`src/sv/aes_pkg.sv`:
```
`timescale 1ns / 1ps
package aes_pkg;

  localparam int unsigned ROUND_KEY_WORDS = 44;
  localparam int unsigned KEY_COLS        = 4;
  localparam int unsigned KEY_ROWS        = ROUND_KEY_WORDS / KEY_COLS;
  localparam int unsigned ROW_W           = $clog2(KEY_ROWS);
  localparam int unsigned IDX_W           = 6;

  localparam logic ACT_LOAD    = 1'b0;
  localparam logic ACT_ENCRYPT = 1'b1;

  typedef struct packed {
    logic             load_block;
    logic             key_write;
    logic             init_add;
    logic             do_round;
    logic             final_round;
    logic [ROW_W-1:0] rd_row;
  } aes_cmd_t;

  typedef struct packed {
    logic out_free;
  } aes_sts_t;

  localparam logic [7:0] SBOX [256] = '{
    8'h63, 8'h7c, 8'h77, 8'h7b, 8'hf2, 8'h6b, 8'h6f, 8'hc5,
    8'h30, 8'h01, 8'h67, 8'h2b, 8'hfe, 8'hd7, 8'hab, 8'h76,
    8'hca, 8'h82, 8'hc9, 8'h7d, 8'hfa, 8'h59, 8'h47, 8'hf0,
    8'had, 8'hd4, 8'ha2, 8'haf, 8'h9c, 8'ha4, 8'h72, 8'hc0,
    8'hb7, 8'hfd, 8'h93, 8'h26, 8'h36, 8'h3f, 8'hf7, 8'hcc,
    8'h34, 8'ha5, 8'he5, 8'hf1, 8'h71, 8'hd8, 8'h31, 8'h15,
    8'h04, 8'hc7, 8'h23, 8'hc3, 8'h18, 8'h96, 8'h05, 8'h9a,
    8'h07, 8'h12, 8'h80, 8'he2, 8'heb, 8'h27, 8'hb2, 8'h75,
    8'h09, 8'h83, 8'h2c, 8'h1a, 8'h1b, 8'h6e, 8'h5a, 8'ha0,
    8'h52, 8'h3b, 8'hd6, 8'hb3, 8'h29, 8'he3, 8'h2f, 8'h84,
    8'h53, 8'hd1, 8'h00, 8'hed, 8'h20, 8'hfc, 8'hb1, 8'h5b,
    8'h6a, 8'hcb, 8'hbe, 8'h39, 8'h4a, 8'h4c, 8'h58, 8'hcf,
    8'hd0, 8'hef, 8'haa, 8'hfb, 8'h43, 8'h4d, 8'h33, 8'h85,
    8'h45, 8'hf9, 8'h02, 8'h7f, 8'h50, 8'h3c, 8'h9f, 8'ha8,
    8'h51, 8'ha3, 8'h40, 8'h8f, 8'h92, 8'h9d, 8'h38, 8'hf5,
    8'hbc, 8'hb6, 8'hda, 8'h21, 8'h10, 8'hff, 8'hf3, 8'hd2,
    8'hcd, 8'h0c, 8'h13, 8'hec, 8'h5f, 8'h97, 8'h44, 8'h17,
    8'hc4, 8'ha7, 8'h7e, 8'h3d, 8'h64, 8'h5d, 8'h19, 8'h73,
    8'h60, 8'h81, 8'h4f, 8'hdc, 8'h22, 8'h2a, 8'h90, 8'h88,
    8'h46, 8'hee, 8'hb8, 8'h14, 8'hde, 8'h5e, 8'h0b, 8'hdb,
    8'he0, 8'h32, 8'h3a, 8'h0a, 8'h49, 8'h06, 8'h24, 8'h5c,
    8'hc2, 8'hd3, 8'hac, 8'h62, 8'h91, 8'h95, 8'he4, 8'h79,
    8'he7, 8'hc8, 8'h37, 8'h6d, 8'h8d, 8'hd5, 8'h4e, 8'ha9,
    8'h6c, 8'h56, 8'hf4, 8'hea, 8'h65, 8'h7a, 8'hae, 8'h08,
    8'hba, 8'h78, 8'h25, 8'h2e, 8'h1c, 8'ha6, 8'hb4, 8'hc6,
    8'he8, 8'hdd, 8'h74, 8'h1f, 8'h4b, 8'hbd, 8'h8b, 8'h8a,
    8'h70, 8'h3e, 8'hb5, 8'h66, 8'h48, 8'h03, 8'hf6, 8'h0e,
    8'h61, 8'h35, 8'h57, 8'hb9, 8'h86, 8'hc1, 8'h1d, 8'h9e,
    8'he1, 8'hf8, 8'h98, 8'h11, 8'h69, 8'hd9, 8'h8e, 8'h94,
    8'h9b, 8'h1e, 8'h87, 8'he9, 8'hce, 8'h55, 8'h28, 8'hdf,
    8'h8c, 8'ha1, 8'h89, 8'h0d, 8'hbf, 8'he6, 8'h42, 8'h68,
    8'h41, 8'h99, 8'h2d, 8'h0f, 8'hb0, 8'h54, 8'hbb, 8'h16
  };

endpackage

```
`src/sv/aes_ctrl.sv`:
```
`timescale 1ns / 1ps
module aes_ctrl
  import aes_pkg::*;
(
  input  logic     clk_i,
  input  logic     rst_ni,
  input  logic     in_valid_i,
  input  logic     action_i,
  input  aes_sts_t sts_i,
  output logic     in_ready_o,
  output aes_cmd_t cmd_o
);

  localparam logic S_IDLE = 1'b0;
  localparam logic S_RUN  = 1'b1;

  localparam logic [ROW_W-1:0] LAST_ROUND = ROW_W'(KEY_ROWS - 1);

  logic             state_q, state_d;
  logic [ROW_W-1:0] rnd_q, rnd_d;

  always_comb begin
    state_d    = state_q;
    rnd_d      = rnd_q;
    in_ready_o = 1'b0;
    cmd_o      = '0;
    unique case (state_q)
      S_IDLE: begin
        in_ready_o = 1'b1;
        rnd_d      = '0;
        if (in_valid_i) begin
          if (action_i == ACT_ENCRYPT) begin
            cmd_o.load_block = 1'b1;
            state_d          = S_RUN;
          end else begin
            cmd_o.key_write = 1'b1;
          end
        end
      end
      S_RUN: begin
        if (rnd_q == '0) begin
          cmd_o.init_add = 1'b1;
          rnd_d          = rnd_q + ROW_W'(1);
        end else if (rnd_q == LAST_ROUND) begin
          // hold the last round until the output word is free
          if (sts_i.out_free) begin
            cmd_o.final_round = 1'b1;
            state_d           = S_IDLE;
            rnd_d             = '0;
          end
        end else begin
          cmd_o.do_round = 1'b1;
          rnd_d          = rnd_q + ROW_W'(1);
        end
      end
      default: begin
        state_d = S_IDLE;
        rnd_d   = '0;
      end
    endcase
    cmd_o.rd_row = rnd_d;
  end

  always_ff @(posedge clk_i or negedge rst_ni) begin
    if (!rst_ni) begin
      state_q <= S_IDLE;
      rnd_q   <= '0;
    end else begin
      state_q <= state_d;
      rnd_q   <= rnd_d;
    end
  end

endmodule

```
`config.mk`:
```
export PLATFORM = sky130hd
export DESIGN_NAME = aes_ctrl
export DESIGN_NICKNAME = d
export VERILOG_FILES = /design/src/sv/aes_pkg.sv /design/src/sv/aes_ctrl.sv
export SDC_FILE = /design/constraint.sdc
export NUM_CORES = 1
export LEC_CHECK = 0
export ABC_AREA = 0
export BUFFER_PORTS_ARGS = -buffer_cell sky130_fd_sc_hd__buf_2
export CAP_MARGIN = 20
export CORE_AREA = 2 2 39 41
export DETAILED_ROUTE_END_ITERATION = 8
export DIE_AREA = 0 0 41 43
export GPL_TIMING_DRIVEN = 0
export HOLD_SLACK_MARGIN = 0.08
export PLACE_DENSITY_LB_ADDON = 0.08
export SYNTH_ARGS = -nofsm -noshare
export SYNTH_HDL_FRONTEND = slang
export SYNTH_SLANG_ARGS = --single-unit
export TNS_END_PERCENT = 1
```
`constraint.sdc`:
```
create_clock -name clk_i -period 1.9 [get_ports clk_i]
set_input_delay 0.38 -clock clk_i [delete_from_list [all_inputs] [get_ports clk_i]]
set_output_delay 0.38 -clock clk_i [all_outputs]
set_load 0.01 [all_outputs]
```
==> run summary <==
CTS sink cnt: 5
failing checks: setup timing
Clk Latency, worst-skew pair: 0.24 ns
hold slack final: 0.415 ns
Max-Cap Viols: 0
WS Path Type: register to output port
die area: 1760 um2
final global-route overflow total: 0
Rows: 14
Area Growth Syn to Fin: 61.4%
TritonCTS buffer count: 3
Power Total: 909 uW
Clk network pwr share: 13.8%
Final Hold Fails: 0
CP Buf/Inv Count: 2
hold_sp: in_valid_i
Crit path largest cell delay: 0.39 ns
worst slew pin tran: 0.270 ns
GP Congestion: 0.670
DR iter-0 viols: 2
placed cell count: 64
Initial Util: 22.7%
post-layout min period: 1.97 ns
Slew Viols, Final: 0
vias in the first global route: 317
via/cell ratio: 4.31
commonest non-fill, non-tap cell in the layout: buf_2
fin cells: 74
hpwl dp: 605 um
antenna viol nets, final: 0
IO Port Bufs: 14
largest net degree at the start of global routing: 8
clock slew at reported path FFs: 0.05 ns
net count after synthesis: 42
H-tree Lvls: 1
Power Internal: 517 uW
Root Buffer: clkbuf_4
Hold Crit Class: input pin to register
Pleak: 0.274 nW
critical path cell sequence: inv_2 -> ha_4 -> nand3b_1 -> or3_4 -> a21oi_2 -> buf_2
reg2reg setup slack: 0.53 ns
slowest cell on the critical path: dfrtp_1
initial antenna violation count: 0
Max Fclk: 509 MHz
WL per Instance: 11.1 um
CP arrival: 1.59 ns
Cell variety after synth: 19
chip height: 43 um
Inserted Diodes: 0
Worst Hold Depth: 3
Syn. warnings: 0
RSZ-0062 raised after global routing: yes
fraction of layout cells with a size suffix above 1: 50.0%
synthesized area: 314 um2
CTS tree: done
startpoint types: register
DRC viols: 0
core footprint: 1380 um2
clk_skew: 0.00206 ns
Crit Reg-Reg Startpoint: rnd_q[0]
most frequent cells in the layout: buf_2 (14), buf_4 (5), dfrtp_1 (5)
CP max FO: 3
Top-Level Pins: 15
gr usage total: 11.4%
Final #Nets: 67
Worst R2R Path Depth: 6
Combinational Power Share: 61.9%
Avg Inst Size Synth: 9.24 um2
Crit. End Element: output port
outcome: finished, violations left
delay-heaviest family, CP: simple AND/OR/NAND/NOR gates
fin crit share: 103%
Net Sw Frac: 43.1%
Crit path required time: 1.52 ns
Post-Synthesis Cells: 34
PD cells: 1790 nW/um2
Slew Limit Headroom: 81.8%
pre-CTS setup slack: 0.0425 ns
Worst R2R End: rnd_q[1]
routed wire length: 820 um
Max VDD drop: 0.746 mV
Hold Path End: state_q
final setup margin: -0.0661 ns
Setup-failing EPs final: 1
#FFs+latches synth: 5
post-synthesis sequential area ratio: 39.8%
Seq pwr share: 24.2%
CTS Buffer Depth: 2
vias: 319
Chip Width: 41 um
first-pass GRT wire length: 1320 um
Switch Pwr: 392 uW
DR pass1 iterations: 3
## state kept, by name, summed over array words and instances (netlist names)
register  count
rnd_q         4
state_q       1
## worst reg2reg max path, stage by stage (launching register included)
cell and delay (ns):
dfrtp_1 0.39, inv_2 0.08, ha_4 0.13, nand3b_1 0.11, or3_4 0.35, a21oi_2 0.15, buf_4 0.11
## how the worst max path moves through the flow
stage / start / to / cells after the start
after CTS: rnd_q[0] / cmd_o[1] / 6
after global placement: rnd_q[0] / cmd_o[1] / 6
after global routing: rnd_q[0] / cmd_o[1] / 6
after floorplan: rnd_q[0] / cmd_o[1] / 5
after detailed placement: rnd_q[0] / cmd_o[1] / 6
final: rnd_q[0] / cmd_o[1] / 6
## synthesized netlist by cell type, drive strengths merged
master	instances	area, um2
dfrtp	5	125
nand2	2	7.51
nor4b	1	8.76
nor2	4	15.0
nor3	2	10.0
a21oi	1	5.00
xor2	1	8.76
or3	1	6.26
and3	1	6.26
o21a	1	7.51
inv	4	15.0
nand3b	1	7.51
nand3	2	10.0
mux2i	1	10.0
xnor2	1	8.76
and3b	1	10.0
ha	3	37.5
nor3b	1	7.51
a21o	1	7.51
## logic make-up (layout without fill, tap and decap cells)
| kind of cell | Yosys count | in the layout | share of synthesized area (%) |
|---|---|---|---|
| buffers and inverters | 4 | 28 | 4.78 |
| xor gates and xnor gates | 2 | 2 | 5.58 |
| adders and majority gates | 3 | 3 | 12.0 |
| AOI/OAI and AO/OA | 3 | 3 | 6.37 |
| muxes | 1 | 1 | 3.19 |
| DFF | 5 | 5 | 39.8 |
| and+or+nand+nor | 16 | 16 | 28.3 |
## power groups by stage
stage          sequential (mW)  combinational (mW)  clock [mW]
2_1_floorplan            0.209               0.283           0
6_report                 0.220               0.563       0.126
3_5_place_dp             0.225               0.439           0
5_1_grt                  0.229               0.622       0.137
4_1_cts                  0.220               0.571       0.132
3_3_place_gp             0.224               0.433           0
## per-layer routing
layer | up-vias | routed length (um) | GRT usage [%]
met5 | - | 0 | 0
met4 | 0 | 8 | 10.0
met3 | 2 | 58 | 1.57
met2 | 12 | 372 | 14.1
met1 | 143 | 379 | 16.3
li1 | 162 | - | -
## final cells by class
cell class / count / area [um2]
multi-input combinational: 25 / 203
tap: 16 / 20.0
timing repair buffer: 20 / 118
sequential: 5 / 125
inverter: 4 / 15.0
clock buffer: 4 / 26.3
fill: 159 / 877
## stage by stage
| step | cell area [um2] | utilization [%] | TNS [ns] |
|---|---|---|---|
| 6_report | 507 | 36.6 | -0.0661 |
| 2_1_floorplan | 314 | - | 0 |
| 3_5_place_dp | 404 | 29.2 | 0 |
| 3_3_place_gp | 404 | 29.2 | 0 |
| 4_1_cts | 497 | 35.9 | -0.0759 |
| 5_1_grt | 507 | 36.6 | -0.321 |
## what timing repair did
item                                    in CTS  in global routing
pin swaps                                    5                  3
buffers inserted                             5                  0
endpoints found under the hold margin        5                  0
gates resized for setup                      5                  2
hold buffers                                 1                  0
endpoints found under the setup margin       4                  5
(Power assumes the default switching activity.)
